==> config.mk <==
export PLATFORM = sky130hd
export DESIGN_NAME = utf8_stream_decoder
export DESIGN_NICKNAME = d
export VERILOG_FILES = /design/src/rtl/usd_pkg.sv /design/src/rtl/usd_front.sv /design/src/rtl/usd_queue.sv /design/src/rtl/usd_back.sv /design/src/rtl/utf8_stream_decoder.sv
export SDC_FILE = /design/constraint.sdc
export NUM_CORES = 1
export LEC_CHECK = 0
export BUFFER_PORTS_ARGS = -buffer_cell sky130_fd_sc_hd__buf_2
export CORE_ASPECT_RATIO = 0.5
export CORE_UTILIZATION = 55
export CTS_CLUSTER_SIZE = 25
export DETAILED_ROUTE_END_ITERATION = 8
export PLACE_DENSITY_LB_ADDON = 0.05
export SETUP_SLACK_MARGIN = 0.4
export SYNTH_ARGS = -nofsm -noshare
export SYNTH_HDL_FRONTEND = slang
export SYNTH_SLANG_ARGS = --single-unit
==> constraint.sdc <==
create_clock -name aclk -period 4.75 [get_ports aclk]
set_clock_uncertainty 0.05 [all_clocks]
set_input_delay 0.2375 -clock aclk [delete_from_list [all_inputs] [get_ports aclk]]
set_output_delay 0.2375 -clock aclk [all_outputs]
set_load 0.1 [all_outputs]
==> src/rtl/usd_pkg.sv <==
// ----------------------------------------------------------------------------
// usd_pkg
// Shared types and constants for the UTF-8 stream decoder.
// ----------------------------------------------------------------------------
package usd_pkg;

    localparam int CP_W     = 31;
    localparam int ASCII_W  = 7;
    localparam int QDEPTH   = 4;
    localparam int QPTR_W   = $clog2(QDEPTH);
    localparam int QCNT_W   = $clog2(QDEPTH + 1);

    localparam logic [ASCII_W-1:0] BAD_CHAR = 7'h3F;

    localparam logic [1:0] CONT_TAG = 2'b10;

    // Results of one input byte: the first one always, the second one when two is set.
    typedef struct packed {
        logic                  two;
        logic [CP_W-1:0]       cp0;
        logic [ASCII_W-1:0]    cp1;
    } usd_packet_t;

    typedef struct packed {
        logic        valid;
        usd_packet_t packet;
    } usd_head_t;

endpackage

==> src/rtl/usd_front.sv <==
// ----------------------------------------------------------------------------
// usd_front
// Accepts input bytes, tracks the pending sequence and builds result packets.
// ----------------------------------------------------------------------------
module usd_front (
    input  logic                  aclk,
    input  logic                  aresetn,
    input  logic                  s_valid,
    output logic                  s_ready,
    input  logic [7:0]            s_byte_in,
    input  logic                  s_end_of_text,
    input  logic                  q_full,
    output logic                  q_push,
    output usd_pkg::usd_packet_t  q_packet
);

    logic [usd_pkg::CP_W-1:0] partial_reg, partial_next;
    logic [2:0]               remain_reg, remain_next;
    logic                     skip_reg, skip_next;
    logic                     accept;
    logic [1:0]               count;

    assign s_ready = !q_full;
    assign accept  = s_valid && s_ready;
    assign q_push  = accept && (count != 2'd0);

    always_comb begin
        logic [usd_pkg::CP_W-1:0] pv;
        logic [2:0]               rem;
        logic                     skip;
        logic [1:0]               n;
        logic [usd_pkg::CP_W-1:0] cp0;
        logic [usd_pkg::ASCII_W-1:0] cp1;
        logic                     emit_bad;

        pv   = partial_reg;
        rem  = remain_reg;
        skip = skip_reg;
        n    = 2'd0;
        cp0  = '0;
        cp1  = '0;
        emit_bad = 1'b0;

        if (s_byte_in[7:6] == usd_pkg::CONT_TAG) begin
            if (rem != 3'd0) begin
                pv  = {pv[usd_pkg::CP_W-7:0], s_byte_in[5:0]};
                rem = rem - 3'd1;
                if (rem == 3'd0) begin
                    cp0 = pv;
                    n   = 2'd1;
                    pv  = '0;
                end
            end else if (!skip) begin
                cp0  = {{(usd_pkg::CP_W-usd_pkg::ASCII_W){1'b0}}, usd_pkg::BAD_CHAR};
                n    = 2'd1;
                skip = 1'b1;
            end
        end else begin
            skip = 1'b0;
            if (rem != 3'd0) begin
                cp0 = {{(usd_pkg::CP_W-usd_pkg::ASCII_W){1'b0}}, usd_pkg::BAD_CHAR};
                n   = 2'd1;
                rem = 3'd0;
                pv  = '0;
            end
            if (!s_byte_in[7]) begin
                if (n == 2'd0) begin
                    cp0 = {{(usd_pkg::CP_W-8){1'b0}}, s_byte_in};
                    n   = 2'd1;
                end else begin
                    cp1 = s_byte_in[6:0];
                    n   = 2'd2;
                end
            end else if (!s_byte_in[5]) begin
                pv  = {{(usd_pkg::CP_W-5){1'b0}}, s_byte_in[4:0]};
                rem = 3'd1;
            end else if (!s_byte_in[4]) begin
                pv  = {{(usd_pkg::CP_W-4){1'b0}}, s_byte_in[3:0]};
                rem = 3'd2;
            end else if (!s_byte_in[3]) begin
                pv  = {{(usd_pkg::CP_W-3){1'b0}}, s_byte_in[2:0]};
                rem = 3'd3;
            end else if (!s_byte_in[2]) begin
                pv  = {{(usd_pkg::CP_W-2){1'b0}}, s_byte_in[1:0]};
                rem = 3'd4;
            end else begin
                pv  = {{(usd_pkg::CP_W-1){1'b0}}, s_byte_in[0]};
                rem = 3'd5;
            end
        end

        if (s_end_of_text) begin
            emit_bad = (rem != 3'd0);
            pv   = '0;
            rem  = 3'd0;
            skip = 1'b0;
        end

        if (emit_bad) begin
            if (n == 2'd0) begin
                cp0 = {{(usd_pkg::CP_W-usd_pkg::ASCII_W){1'b0}}, usd_pkg::BAD_CHAR};
                n   = 2'd1;
            end else begin
                cp1 = usd_pkg::BAD_CHAR;
                n   = 2'd2;
            end
        end

        partial_next    = pv;
        remain_next     = rem;
        skip_next       = skip;
        count           = n;
        q_packet.two    = (n == 2'd2);
        q_packet.cp0    = cp0;
        q_packet.cp1    = cp1;
    end

    always_ff @(posedge aclk) begin
        if (!aresetn) begin
            partial_reg <= '0;
            remain_reg  <= 3'd0;
            skip_reg    <= 1'b0;
        end else if (accept) begin
            partial_reg <= partial_next;
            remain_reg  <= remain_next;
            skip_reg    <= skip_next;
        end
    end

endmodule

==> src/rtl/usd_queue.sv <==
// ----------------------------------------------------------------------------
// usd_queue
// Short packet queue between the decode front and the output back end.
// ----------------------------------------------------------------------------
module usd_queue (
    input  logic                  aclk,
    input  logic                  aresetn,
    input  logic                  push,
    input  usd_pkg::usd_packet_t  push_packet,
    output logic                  full,
    input  logic                  pop,
    output usd_pkg::usd_head_t    head
);

    usd_pkg::usd_packet_t            mem [usd_pkg::QDEPTH];
    logic [usd_pkg::QPTR_W-1:0]      wr_ptr_reg, rd_ptr_reg;
    logic [usd_pkg::QCNT_W-1:0]      count_reg, count_next;

    assign full        = (count_reg == usd_pkg::QCNT_W'(usd_pkg::QDEPTH));
    assign head.valid  = (count_reg != '0);
    assign head.packet = mem[rd_ptr_reg];

    always_comb begin
        count_next = count_reg;
        case ({push, pop})
            2'b10:   count_next = count_reg + usd_pkg::QCNT_W'(1);
            2'b01:   count_next = count_reg - usd_pkg::QCNT_W'(1);
            default: count_next = count_reg;
        endcase
    end

    always_ff @(posedge aclk) begin
        if (push) begin
            mem[wr_ptr_reg] <= push_packet;
        end
    end

    always_ff @(posedge aclk) begin
        if (!aresetn) begin
            wr_ptr_reg <= '0;
            rd_ptr_reg <= '0;
            count_reg  <= '0;
        end else begin
            if (push) begin
                wr_ptr_reg <= wr_ptr_reg + usd_pkg::QPTR_W'(1);
            end
            if (pop) begin
                rd_ptr_reg <= rd_ptr_reg + usd_pkg::QPTR_W'(1);
            end
            count_reg <= count_next;
        end
    end

endmodule

==> src/rtl/usd_back.sv <==
// ----------------------------------------------------------------------------
// usd_back
// Splits queued packets into single results and drives the output register.
// ----------------------------------------------------------------------------
module usd_back (
    input  logic                        aclk,
    input  logic                        aresetn,
    input  usd_pkg::usd_head_t          head,
    output logic                        pop,
    output logic                        m_valid,
    input  logic                        m_ready,
    output logic [usd_pkg::CP_W-1:0]    m_code_point,
    output logic                        m_last_in_run
);

    logic                       valid_reg, valid_next;
    logic [usd_pkg::CP_W-1:0]   cp_reg, cp_next;
    logic                       last_reg, last_next;
    logic                       second_reg, second_next;
    logic                       load;

    assign m_valid       = valid_reg;
    assign m_code_point  = cp_reg;
    assign m_last_in_run = last_reg;
    assign load          = !valid_reg || m_ready;

    always_comb begin
        valid_next  = valid_reg;
        cp_next     = cp_reg;
        last_next   = last_reg;
        second_next = second_reg;
        pop         = 1'b0;
        if (load) begin
            valid_next = head.valid;
            if (head.valid) begin
                if (second_reg) begin
                    cp_next     = {{(usd_pkg::CP_W-usd_pkg::ASCII_W){1'b0}}, head.packet.cp1};
                    last_next   = 1'b1;
                    second_next = 1'b0;
                    pop         = 1'b1;
                end else if (head.packet.two) begin
                    cp_next     = head.packet.cp0;
                    last_next   = 1'b0;
                    second_next = 1'b1;
                end else begin
                    cp_next     = head.packet.cp0;
                    last_next   = 1'b1;
                    pop         = 1'b1;
                end
            end
        end
    end

    always_ff @(posedge aclk) begin
        if (!aresetn) begin
            valid_reg  <= 1'b0;
            second_reg <= 1'b0;
        end else begin
            valid_reg  <= valid_next;
            second_reg <= second_next;
        end
    end

    always_ff @(posedge aclk) begin
        cp_reg   <= cp_next;
        last_reg <= last_next;
    end

endmodule

==> src/rtl/utf8_stream_decoder.sv <==
// ----------------------------------------------------------------------------
// utf8_stream_decoder
// Byte-serial decoder for six-byte UTF-8 with code points up to 31 bits.
// ----------------------------------------------------------------------------
// One byte is accepted per cycle while the four-entry packet queue has room.
// A byte yields zero, one or two results; the output register sends one result
// per cycle while m_ready is high, so the two results of a byte go out one after
// the other and m_last_in_run marks the final result of each byte. Malformed
// input gives 0x3F. A result passes the queue entry, then the output register.
module utf8_stream_decoder (
    input  logic        aclk,
    input  logic        aresetn,
    input  logic        s_valid,
    output logic        s_ready,
    input  logic [7:0]  s_byte_in,
    input  logic        s_end_of_text,
    output logic        m_valid,
    input  logic        m_ready,
    output logic [30:0] m_code_point,
    output logic        m_last_in_run
);

    logic                  q_full;
    logic                  q_push;
    logic                  q_pop;
    usd_pkg::usd_packet_t  q_packet;
    usd_pkg::usd_head_t    q_head;

    usd_front u_front (
        .aclk          (aclk),
        .aresetn       (aresetn),
        .s_valid       (s_valid),
        .s_ready       (s_ready),
        .s_byte_in     (s_byte_in),
        .s_end_of_text (s_end_of_text),
        .q_full        (q_full),
        .q_push        (q_push),
        .q_packet      (q_packet)
    );

    usd_queue u_queue (
        .aclk        (aclk),
        .aresetn     (aresetn),
        .push        (q_push),
        .push_packet (q_packet),
        .full        (q_full),
        .pop         (q_pop),
        .head        (q_head)
    );

    usd_back u_back (
        .aclk          (aclk),
        .aresetn       (aresetn),
        .head          (q_head),
        .pop           (q_pop),
        .m_valid       (m_valid),
        .m_ready       (m_ready),
        .m_code_point  (m_code_point),
        .m_last_in_run (m_last_in_run)
    );

endmodule
# Word level (Yosys, flattened, before mapping)
# Memory sizes are Yosys's and may differ from the RTL's. A register that Yosys moved wholly into a read port is not among the register bits.
# Cells that the tools add are included.
[totals]
ff_bits = 70
latch_bits = 0
ramBits = 156
mem_bits_ro = 0
input_bits = 13
out_inout_bits = 34
wordCells = 100
n_memories = 1
[mem_list]
columns = ["memory", "depth", "word_bits", "rd", "rd_ports_with_merged_regs", "wr", "line", "source"]
rows = [
  ["u_queue.mem", 4, 39, 1, 1, 1, "usd_queue.sv:15", "usd_pkg::usd_packet_t mem [usd_pkg::QDEPTH];"],
]
[op_classes]
add_sub_neg = 5
mul = 0
div_mod_pow = 0
order_cmp = 0
eq_ne = 7
n_shift = 0
muxes = 59
bitwise_logic = 0
n_reduce_logical = 17
[op_table]
columns = ["operator", "count"]
rows = [
  ["2-to-1 mux 25 bit", 8],
  ["2-to-1 mux 31 bit", 6],
  ["2-to-1 mux 7 bit", 7],
  ["2-to-1 mux 3 bit", 9],
  ["2-to-1 mux 2 bit", 10],
  ["2-to-1 mux 1 bit", 16],
  ["2-to-1 mux 6 bit", 2],
  ["nonzero test 3 bit", 4],
  ["== test 2 bit (second input constant)", 3],
  ["!= test 3 bit (second input constant)", 2],
  ["case mux 3 bit (2 select lines)", 1],
  ["subtractor 3 x 1 -> 3 bit (second input constant)", 2],
  ["adder 2 x 1 -> 2 bit (second input constant)", 2],
  ["logical NOT 2 bit", 2],
  ["AND reduction 2 bit", 2],
  ["nonzero test 2 bit", 2],
  ["adder 3 x 1 -> 3 bit (second input constant)", 1],
  ["== test 3 bit (second input constant)", 1],
  ["logical NOT 3 bit", 1],
  ["AND reduction 3 bit", 1],
  ["== test 2 x 1 -> 1 bit (second input constant)", 1],
  ["logical AND 1 bit", 2],
  ["logical NOT 1 bit", 2],
  ["logical OR 1 bit", 1],
]

# Logic depth before layout (Yosys ltp)
# Gate-level depths: netlist of run 1.
[depth]
depth_word = 14
ltp_mapped = 16

# Cells and area by module
# A second synthesis of run 1 with hierarchy kept.
[hier_totals]
cells_unflattened = 545
hier_area_um2 = 9251.4
[by_module_without_submodules]
columns = ["module", "instances", "cells_each", "area_per_inst_um2", "seq_area_each_um2"]
rows = [
  ["usd_queue", 1, 245, 6060.8, 4864.7],
  ["usd_front", 1, 221, 1861.8, 580.6],
  ["usd_back", 1, 79, 1328.8, 1001.0],
]

# Worst setup path before layout of run 1
# Ideal clock, no wire load.
[synth_timing]
path_kind = "register to register"
start = "reg u_front.remain_reg[0]"
end = "mem u_queue.mem[0][0] in the netlist's numbering (enable)"
arrival_ps = 2925
t_required_ps = 4300
path_slack_ps = 1375
path_stages_with_launch = 11
n_path_buf = 0
cell_sequence = "dfxtp_1 > inv_1 > ha_1 > nand2b_4 > inv_4 > ha_1 > nor2b_1 > o31ai_1 > o41ai_2 > a21oi_2 > and2_1"
[synth_between]
elab_chain_len = 14
word_cells_on_any_way = 24
cone_classes = "1 x add/sub; 16 x mux; 7 x reduce/logical"
[synth_lines]
columns = ["item", "line", "source"]
rows = [
  ["start: declaration", "usd_front.sv:18", "logic [2:0] remain_reg, remain_next;"],
  ["start signal: assignment", "usd_front.sv:125", "remain_reg <= remain_next;"],
  ["parallel branches: the longest is 9 deep, another holds subtractor 3 x 1 -> 3 bit", "-", ""],
  ["2-to-1 mux 2 bit (*)", "usd_front.sv:99", "if (emit_bad) begin"],
  ["nonzero test 2 bit (*)", "usd_front.sv:25", "assign q_push = accept && (count != 2'd0);"],
  ["logical AND 1 bit (*)", "usd_front.sv:25", ""],
  ["2-to-1 mux 1 bit (*)", "usd_queue.sv:33", "if (push) begin"],
  ["2-to-1 mux 1 bit (implied by the code) (*)", "usd_queue.sv:34", "mem[wr_ptr_reg] <= push_packet;"],
  ["end: declaration", "usd_queue.sv:15", ""],
]
# Mark *: on every way between the ends. The select of a mux whose other input is x is not followed.

# Final worst setup path of run 1
[layout_timing]
start = "reg u_front.remain_reg[0]"
end = "reg u_queue.count_reg[2] in the netlist's numbering"
[layout_between]
elab_chain_len = 14
word_cells_on_any_way = 26
cone_classes = "1 x add/sub; 2 x eq/ne; 15 x mux; 8 x reduce/logical"
[layout_lines]
columns = ["item", "line", "source"]
rows = [
  ["parallel branches: the longest is 9 deep, another holds subtractor 3 x 1 -> 3 bit", "-", ""],
  ["2-to-1 mux 2 bit (*)", "usd_front.sv:99", ""],
  ["nonzero test 2 bit (*)", "usd_front.sv:25", ""],
  ["logical AND 1 bit (*)", "usd_front.sv:25", ""],
  ["== test 2 x 1 -> 1 bit / == test 2 bit (equally long branches)", "usd_queue.sv:25", "case ({push, pop})"],
  ["case mux 3 bit (2 select lines) / nonzero test 2 bit (equally long branches)", "-", ""],
  ["end signal: assignment", "usd_queue.sv:50", "count_reg <= count_next;"],
  ["end: declaration", "usd_queue.sv:17", "logic [usd_pkg::QCNT_W-1:0] count_reg, count_next;"],
]
# Marks and branches as above.
# A chain may end at the register's enable or synchronous reset.

==> out/results.md, run 1 <==
• run status: complete, no violations
• count of standard-cell rows: 32
• detailed placement HPWL: 9910 um
• CORE AREA: 15800 sq um
• Final Critical Period: 3.56 ns
• final setup TNS: 0 ns
• final-report max-slew violation count: 0
• kind of critical path: flop to flop
• number of global-route vias before repair: 4756
• Leakage Power: 3.58 nW
• Boundary Pins: 47
• flops & latches, synth: 228
• number of antenna violations at the first check in global routing: 0
• Slew @ Worst Pin: 1.19 ns
• Post-Syn Area: 9130 sq um
• Final Hold Viols: 0
• total global routing overflow: 0
• routability cong.: 0.818
• overall global routing resource usage: 21.2%
• async set-reset flop share out of synthesis: 0%
• buffer type at the clock tree root: sky130_fd_sc_hd__clkbuf_16
• crit-path max FO: 8
• share of total power consumed by net switching: 38.4%
• Area after DPL: 9600 sq um
• setup repair bufs after CTS: 0
• sort of element at the end of the critical path: flop
• number of nets at the end of the flow: 624
• latest clock arrival within the worst-skew pair: 0.48 ns
• switching power of the nets: 2.46 mW
• number of levels in the clock H-tree: 1
• portion of the post-synthesis area used by sequential elements: 70.6%
• CP required: 5.12 ns
• # hold bufs at CTS: 0
• post-detailed-route count of antenna-violating nets: 0
• unrepaired setup endpoints after global routing: no
• worst slack, placed: 1.24 ns
• Die Ht: 93.1 um
• Peak VDD IR: 0.358 mV
• arrival time at the worst endpoint: 3.92 ns
• number of vias per cell: 5.79
• die extent in x: 184 um
• number of endpoints failing setup at the final stage: 0
• synthesized netlist net count: 574
• CTS tree: yes
• total iterations of the first detailed-routing run: 5
• Avg Inst Size Synth: 16.6 sq um
• Gates resized, CTS repair: 0
• period utilisation layout: 74.9%
• Most used DFF post-synth: sky130_fd_sc_hd__edfxtp_1
• relative contribution of the clock network to total power: 23.9%
• post-route setup slack: 1.19 ns
• number of flops mapped to enable cells by yosys: 188
• final instance area: 10200 sq um
• aggregate routed wire length: 17100 um
• remaining design rule violation count: 0
• fraction of layout cells with a size suffix above 1: 22.9%
• gate count after technology mapping: 550
• share of total power in combinational logic: 34.7%
• number of buffers created by CTS: 20
• max-cap viol count: 0
• clock transition at the registers of the reported paths: 0.07 ns
• ratio of total power to cell area: 628 nW/um^2
• highest clock rate: 281 MHz
• type of origin of the critical path: flop
• number of buffers added on ports: 46
• starting utilization of the core area: 57.7%
• library cells used by synthesis: 50
• buffers from clock root to sink, at most: 3
• drt wl/cell: 20.5 um
• Initial DRC Count: 394
• area added between synthesis and finish: 11.9%
• total number of vias: 4826
• die area: 17100 sq um
• number of sinks driven by the clock tree: 228
• maximum number of pins on one net before global-route repair: 42
• wire length of the first global-routing pass: 27000 um
• antenna diode count: 0
• proportion of power drawn by flip-flops and latches: 41.4%
• max reg flops: 156
• Hold Path Class: input pin to flop
• relative slew slack: 21.0%
• Cell Int Power: 3.95 mW
• Yosys warning count: 0
==> area by class of cell <==
type                    instances  area [sq um]
flip-flops and latches        228          6450
fillers                      1151          5610
clock inverters                 7          58.8
clock buffers                  27           548
inverters                      13          51.3
well taps                     221           277
multi-input cells             282          2530
repair buffers                 55           298
==> critical path: stages, from the launching register on <==
cell and delay (ns):
sky130_fd_sc_hd__dfxtp_1 0.39, sky130_fd_sc_hd__inv_1 0.08, sky130_fd_sc_hd__ha_1 0.27, sky130_fd_sc_hd__nand2b_4 0.11, sky130_fd_sc_hd__inv_4 0.06, sky130_fd_sc_hd__ha_1 0.26, sky130_fd_sc_hd__nor2b_1 0.17, sky130_fd_sc_hd__o31ai_1 0.13
sky130_fd_sc_hd__o41ai_2 0.44, sky130_fd_sc_hd__a21oi_2 0.19, sky130_fd_sc_hd__inv_1 0.11, sky130_fd_sc_hd__ha_1 0.18, sky130_fd_sc_hd__inv_1 0.06, sky130_fd_sc_hd__fa_1 0.37, sky130_fd_sc_hd__xor2_1 0.15, sky130_fd_sc_hd__or3_1 0.30
sky130_fd_sc_hd__a21boi_0 0.15
==> metrics by stage <==
| stage | utilization (%) | std cells | power (mW) | hold WS [ns] |
|---|---|---|---|---|
| 4_1_cts | 64.5 | 833 | 6.48 | 0.00524 |
| 6_report | 64.5 | 833 | 6.41 | 0.0185 |
| 2_1_floorplan | - | 550 | 4.55 | 0.337 |
| 5_1_grt | 64.5 | 833 | 6.69 | 0.0369 |
| 3_3_place_gp | 60.7 | 799 | 4.93 | 0.423 |
| 3_5_place_dp | 60.7 | 799 | 4.94 | 0.425 |
==> final timing paths <==
path / startpoint / endpoint / slack (ns) / depth (start not counted)
min: s_byte_in[0] / u_front.partial_reg[0]$_SDFFE_PN0P_ / 0.02 / 3
max: u_front.remain_reg[0]$_SDFFE_PN0P_ / u_queue.count_reg[2]$_SDFFE_PN0P_ / 1.19 / 16
max reg2reg: u_front.remain_reg[0]$_SDFFE_PN0P_ / u_queue.count_reg[2]$_SDFFE_PN0P_ / 1.19 / 16
min reg2reg: u_front.remain_reg[1]$_SDFFE_PN0P_ / u_front.remain_reg[1]$_SDFFE_PN0P_ / 0.43 / 2
==> power by group through the flow <==
stage                     Clock [mW]  Sequential [mW]  Combinational, mW
final                           1.53             2.65               2.22
after global routing            1.65             2.68               2.35
after CTS                       1.57             2.65               2.26
after detailed placement           0             2.69               2.25
after global placement             0             2.69               2.24
after floorplan                    0             3.77              0.788
==> cells in the mapped netlist, drive strengths merged (3+ instances only) <==
master,number,area (sq um)
a21boi,3,22.5
a21o,12,90.1
a21oi,5,28.8
a22oi,22,165
a32oi,5,43.8
and2,36,225
and3,26,168
buf,8,42.5
clkbuf,19,71.3
dfxtp,40,801
edfxtp,188,5650
ha,10,125
inv,13,51.3
mux4,39,878
nand2,38,143
nand2b,4,32.5
nor2,8,32.5
nor2b,31,194
o21ai,9,48.8
o31ai,3,22.5
==> placed cells by master (no fill, tap or decap), types with 8 or more instances in the layout <==
master / Yosys / routed
sky130_fd_sc_hd__edfxtp_1: 188 / 188
sky130_fd_sc_hd__buf_2: 7 / 46
sky130_fd_sc_hd__mux4_2: 39 / 39
sky130_fd_sc_hd__nand2_1: 38 / 38
sky130_fd_sc_hd__dfxtp_1: 40 / 38
sky130_fd_sc_hd__and2_1: 36 / 32
sky130_fd_sc_hd__nor2b_1: 31 / 31
sky130_fd_sc_hd__and3_1: 25 / 25
sky130_fd_sc_hd__a22oi_1: 22 / 22
sky130_fd_sc_hd__clkbuf_16: 0 / 21
sky130_fd_sc_hd__inv_1: 12 / 12
sky130_fd_sc_hd__a21o_1: 12 / 12
sky130_fd_sc_hd__ha_1: 10 / 10
sky130_fd_sc_hd__buf_4: 1 / 9
sky130_fd_sc_hd__o21ai_0: 8 / 8
==> per-layer routing <==
metal / part of all wire, % / GRT usage (%) / up-vias / wire [um]
li1: - / - / 2215 / -
met1: 50 / 32.8 / 2457 / 8470
met5: 0 / 0 / - / 0
met4: 1.1 / 3.82 / 0 / 188
met2: 44 / 31.9 / 132 / 7500
met3: 5.3 / 4.01 / 22 / 904
==> kinds of logic after synthesis <==
kind of cell	Yosys count	share of synthesized area, %
DFF	228	70.6
and+or+nand+nor	153	9.41
AOI/OAI and AO/OA	73	6.33
muxes	41	9.84
buffers and inverters	40	1.81
adders and majority gates	11	1.59
xor gates and xnor gates	4	0.384
No activity file was read; power rests on OpenSTA's default activity.
==> run 2: changes to the inputs <==
--- a/config.mk
+++ b/config.mk
@@ -5,6 +5,7 @@
 export SDC_FILE = /design/constraint.sdc
 export NUM_CORES = 1
 export LEC_CHECK = 0
+export ABC_AREA = 1
 export BUFFER_PORTS_ARGS = -buffer_cell sky130_fd_sc_hd__buf_2
 export CORE_ASPECT_RATIO = 0.5
 export CORE_UTILIZATION = 55
==> constraint.sdc (replaced) <==
create_clock -name aclk -period 3 [get_ports aclk]
set_clock_uncertainty 0.05 [all_clocks]
set_input_delay 0.15 -clock aclk [delete_from_list [all_inputs] [get_ports aclk]]
set_output_delay 0.15 -clock aclk [all_outputs]
set_load 0.1 [all_outputs]
==> run 2 against run 1 <==
Effect of this change:
- synthesized area rose by 3.6%
- synthesized cell count rose by 52%
- sequential share of layout area fell by 4.0 points
- register-to-register slack got worse by 0.80 ns
- die area rose by 3.5%
==> out/results.md, run 2 <==
• run status: complete, no violations, unchanged
• overall global routing resource usage: 22.7%, was 21.2%
• crit path cell chain: inv_2 -> ha_4 -> inv_4 -> nor2_4 -> ha_2 -> or2_4 -> nand2_2 -> inv_2 -> nand2_4 -> nand3_4 -> nand2_4 -> nand2_4 -> nand2_8 -> ha_4 -> inv_4 -> fa_2 -> a21oi_2 -> o21ai_2 -> o21ai_1 -> a21oi_1, was inv_1 -> ha_1 -> nand2b_4 -> inv_4 -> ha_1 -> nor2b_1 -> o31ai_1 -> o41ai_2 -> a21oi_2 -> inv_1 -> ha_1 -> inv_1 -> fa_1 -> xor2_1 -> or3_1 -> a21boi_0
• number of vias per cell: 5.46, was 5.79
• relative contribution of the clock network to total power: 23.0%, was 23.9%
• number of global-route vias before repair: 5649, was 4756
• proportion of power drawn by flip-flops and latches: 38.7%, was 41.4%
• number of buffers added on ports: 46, unchanged
• cell depth of the worst hold path: 3, unchanged
• crit-path max FO: 3, was 8
• most frequent cells after synthesis: sky130_fd_sc_hd__nor2_1 (206), sky130_fd_sc_hd__edfxtp_1 (188), sky130_fd_sc_hd__o21ai_0 (91), was sky130_fd_sc_hd__edfxtp_1 (188), sky130_fd_sc_hd__dfxtp_1 (40), sky130_fd_sc_hd__mux4_2 (39)
• aggregate routed wire length: 19900 um, was 17100 um
• latest clock arrival within the worst-skew pair: 0.50 ns, was 0.48 ns
• switching power of the nets: 4.76 mW, was 2.46 mW
• setup slack on the worst flop-to-flop path: 0.40 ns, was 1.19 ns
• total global routing overflow: 0, unchanged
• CP required: 3.33 ns, was 5.12 ns
• Die Ht: 94.7 um, was 93.1 um
• highest clock rate: 384 MHz, was 281 MHz
• length of routed met3 wiring: 1130 um, was 904 um
• share of total power in combinational logic: 38.3%, was 34.7%
• Setup crit start: u_front.remain_reg[0]$_SDFFE_PN0P_, unchanged
• area added between synthesis and finish: 15.3%, was 11.9%
• routability cong.: 0.873, was 0.818
• remaining design rule violation count: 0, unchanged
• antenna diode count: 0, unchanged
• delay of the slowest cell on the worst path: 0.37 ns, was 0.44 ns
• number of levels in the clock H-tree: 1, unchanged
• CTS tree: yes, unchanged
• Critical-path top delay cell: sky130_fd_sc_hd__fa_2, was sky130_fd_sc_hd__o41ai_2
• ratio of total power to cell area: 1040 nW/um^2, was 628 nW/um^2
• Most used DFF post-synth: sky130_fd_sc_hd__edfxtp_1, unchanged
• Peak VDD IR: 0.619 mV, was 0.358 mV
• final-report max-slew violation count: 0, unchanged
• starting utilization of the core area: 57.0%, was 57.7%
• kind of critical path: flop to flop, unchanged
• end of the worst register-to-register path: u_queue.count_reg[2]$_SDFFE_PN0P_, unchanged
• die area: 17700 sq um, was 17100 sq um
• total iterations of the first detailed-routing run: 5, unchanged
• Final Hold Viols: 0, unchanged
• Avg Inst Size Synth: 11.3 sq um, was 16.6 sq um
• buffer type at the clock tree root: sky130_fd_sc_hd__clkbuf_16, unchanged
• Post-Syn Area: 9450 sq um, was 9130 sq um
• Leakage Power: 3.84 nW, was 3.58 nW
• final setup TNS: 0 ns, unchanged
• relative slew slack: 44.6%, was 21.0%
• clock transition at the registers of the reported paths: 0.07 ns, about the same
• arrival time at the worst endpoint: 2.93 ns, was 3.92 ns
• synthesized netlist net count: 862, was 574
• die extent in x: 187 um, was 184 um
• buffers from clock root to sink, at most: 3, unchanged
• Boundary Pins: 47, unchanged
• Initial DRC Count: 472, was 394
• cells on worst reg2reg path: 20, was 16
• maximum number of pins on one net before global-route repair: 49, was 42
• drt wl/cell: 17.4 um, was 20.5 um
• total number of vias: 6223, was 4826
• unrepaired setup endpoints after global routing: yes, was no
• Cell Int Power: 6.58 mW, was 3.95 mW
• most frequent cell on the critical path: sky130_fd_sc_hd__nand2_4
• number of flops mapped to enable cells by yosys: 188, unchanged
• count of standard-cell rows: 33, was 32
• Worst setup endpoint: u_queue.count_reg[2]$_SDFFE_PN0P_, unchanged
• Routed met2 length: 8990 um, was 7500 um
• number of nets at the end of the flow: 923, was 624
• max-cap viol count: 0, unchanged
• most frequent cell after synthesis: sky130_fd_sc_hd__nor2_1, was sky130_fd_sc_hd__edfxtp_1
• portion of the post-synthesis area used by sequential elements: 68.2%, was 70.6%
• Yosys warning count: 0, unchanged
• largest cells by area after synthesis: sky130_fd_sc_hd__edfxtp_1 (60%), sky130_fd_sc_hd__dfxtp_1 (8.5%), sky130_fd_sc_hd__nor2_1 (8.2%), was sky130_fd_sc_hd__edfxtp_1 (62%), sky130_fd_sc_hd__mux4_2 (9.6%), sky130_fd_sc_hd__dfxtp_1 (8.8%)
• Area after DPL: 10000 sq um, was 9600 sq um
• Hold Path Class: input pin to flop, unchanged
• share of total power consumed by net switching: 41.9%, was 38.4%
• leading cell types in the layout, fill and taps excluded: sky130_fd_sc_hd__nor2_1 (200), sky130_fd_sc_hd__edfxtp_1 (188), sky130_fd_sc_hd__o21ai_0 (89), was sky130_fd_sc_hd__edfxtp_1 (188), sky130_fd_sc_hd__buf_2 (46), sky130_fd_sc_hd__mux4_2 (39)
• Final Critical Period: 2.60 ns, was 3.56 ns
• Slew @ Worst Pin: 0.830 ns, was 1.19 ns
• most common library cell in the layout ignoring fill and taps: sky130_fd_sc_hd__nor2_1, was sky130_fd_sc_hd__edfxtp_1
• dominant cell type by area after synthesis: sky130_fd_sc_hd__edfxtp_1, unchanged
• library cells used by synthesis: 39, was 50
• CORE AREA: 16600 sq um, was 15800 sq um
• number of endpoints failing setup at the final stage: 0, unchanged
• max reg flops: 156, unchanged
• max layer used: met4, unchanged
• length of routed wiring on met1: 9440 um, was 8470 um
• detailed placement HPWL: 11400 um, was 9910 um
• wire length of the first global-routing pass: 30700 um, was 27000 um
• final instance area: 10900 sq um, was 10200 sq um
• number of antenna violations at the first check in global routing: 0, unchanged
• sort of element at the end of the critical path: flop, unchanged
• flops & latches, synth: 228, unchanged
• number of sinks driven by the clock tree: 228, unchanged
• type of origin of the critical path: flop, unchanged
• async set-reset flop share out of synthesis: 0%, unchanged
• fraction of layout cells with a size suffix above 1: 19.3%, was 22.9%
• critical register-to-register path startpoint: u_front.remain_reg[0]$_SDFFE_PN0P_, unchanged
• period utilisation layout: 86.8%, was 74.9%
• gate count after technology mapping: 838, was 550
• top-area cell type share of the netlist area: 59.7%, was 61.9%
• post-detailed-route count of antenna-violating nets: 0, unchanged
• number of buffers created by CTS: 21, was 20
## run 2: worst min path at each step
stage,from,endpoint
after CTS,s_byte_in[2],u_front.partial_reg[2]$_SDFFE_PN0P_
after global placement,u_queue.rd_ptr_reg[1]$_SDFFE_PN0P_,u_queue.rd_ptr_reg[1]$_SDFFE_PN0P_
final,s_byte_in[2],u_front.partial_reg[2]$_SDFFE_PN0P_
after global routing,s_byte_in[2],u_front.partial_reg[2]$_SDFFE_PN0P_
after floorplan,s_byte_in[2],u_front.partial_reg[2]$_SDFFE_PN0P_
after detailed placement,u_queue.rd_ptr_reg[1]$_SDFFE_PN0P_,u_queue.rd_ptr_reg[1]$_SDFFE_PN0P_
## run 2: cell type report
| cell class | instances | area, sq um |
|---|---|---|
| sequential | 228 | 6450 |
| fill | 1254 | 5700 |
| multi-input combinational | 497 | 2680 |
| timing repair buffer | 81 | 553 |
| clock buffer | 26 | 544 |
| tap | 227 | 284 |
| inverter | 70 | 273 |
| clock inverter | 11 | 116 |
## run 2: layer usage
metal	vias to the layer above	global-route usage, %
li1	3017	-
met1	3015	33.2
met2	163	36.5
met3	28	3.20
met4	0	4.88
met5	-	0
## run 2: kinds of logic (layout without fill, tap and decap cells)
kind of cell    Yosys count  after routing  share of synthesized area [%]
buf+inv                 113            188                           5.15
compound gates          198            198                           12.2
flops                   228            228                           68.2
fa+ha+maj                11             11                           1.54
simple gates            288            288                           12.9
## run 2: power by group through the flow
| stage | Sequential (mW) | Clock, mW | Combinational, mW |
|---|---|---|---|
| CTS | 4.39 | 2.65 | 4.32 |
| finish | 4.39 | 2.61 | 4.34 |
| global route | 4.44 | 2.77 | 4.63 |
| detailed placement | 4.46 | 0 | 4.27 |
| global placement | 4.45 | 0 | 4.22 |
| floorplan | 6.16 | 0 | 1.69 |
## run 2: metrics by stage
stage                     cells  setup slack [ns]  power (mW)  utilization [%]  hold WS [ns]
final                      1140             0.397        11.3             65.7        0.0278
after global routing       1140             0.213        11.8             65.7        0.0328
after CTS                  1131             0.404        11.4             65.0        0.0140
after detailed placement   1084             0.235        8.73             60.5         0.405
after global placement     1084             0.268        8.67             60.5         0.396
after floorplan             838             0.384        7.85                -         0.263
## run 2: repair_timing
| action | 4_1_cts | 5_1_grt |
|---|---|---|
| hold buffers | 4 | 0 |
| pin swaps | 4 | 10 |
| setup endpoints to repair | 2 | 158 |
| setup buffers | 6 | 9 |
| hold endpoints to repair | 13 | 0 |
| resized for setup | 1 | 12 |
## run 2: critical path, delay by kind of cell, from the launching register on
family	cells	cell delay, ns
flops	1	0.34
buf+inv	4	0.19
simple gates	8	0.66
fa+ha+maj	4	0.84
compound gates	4	0.40
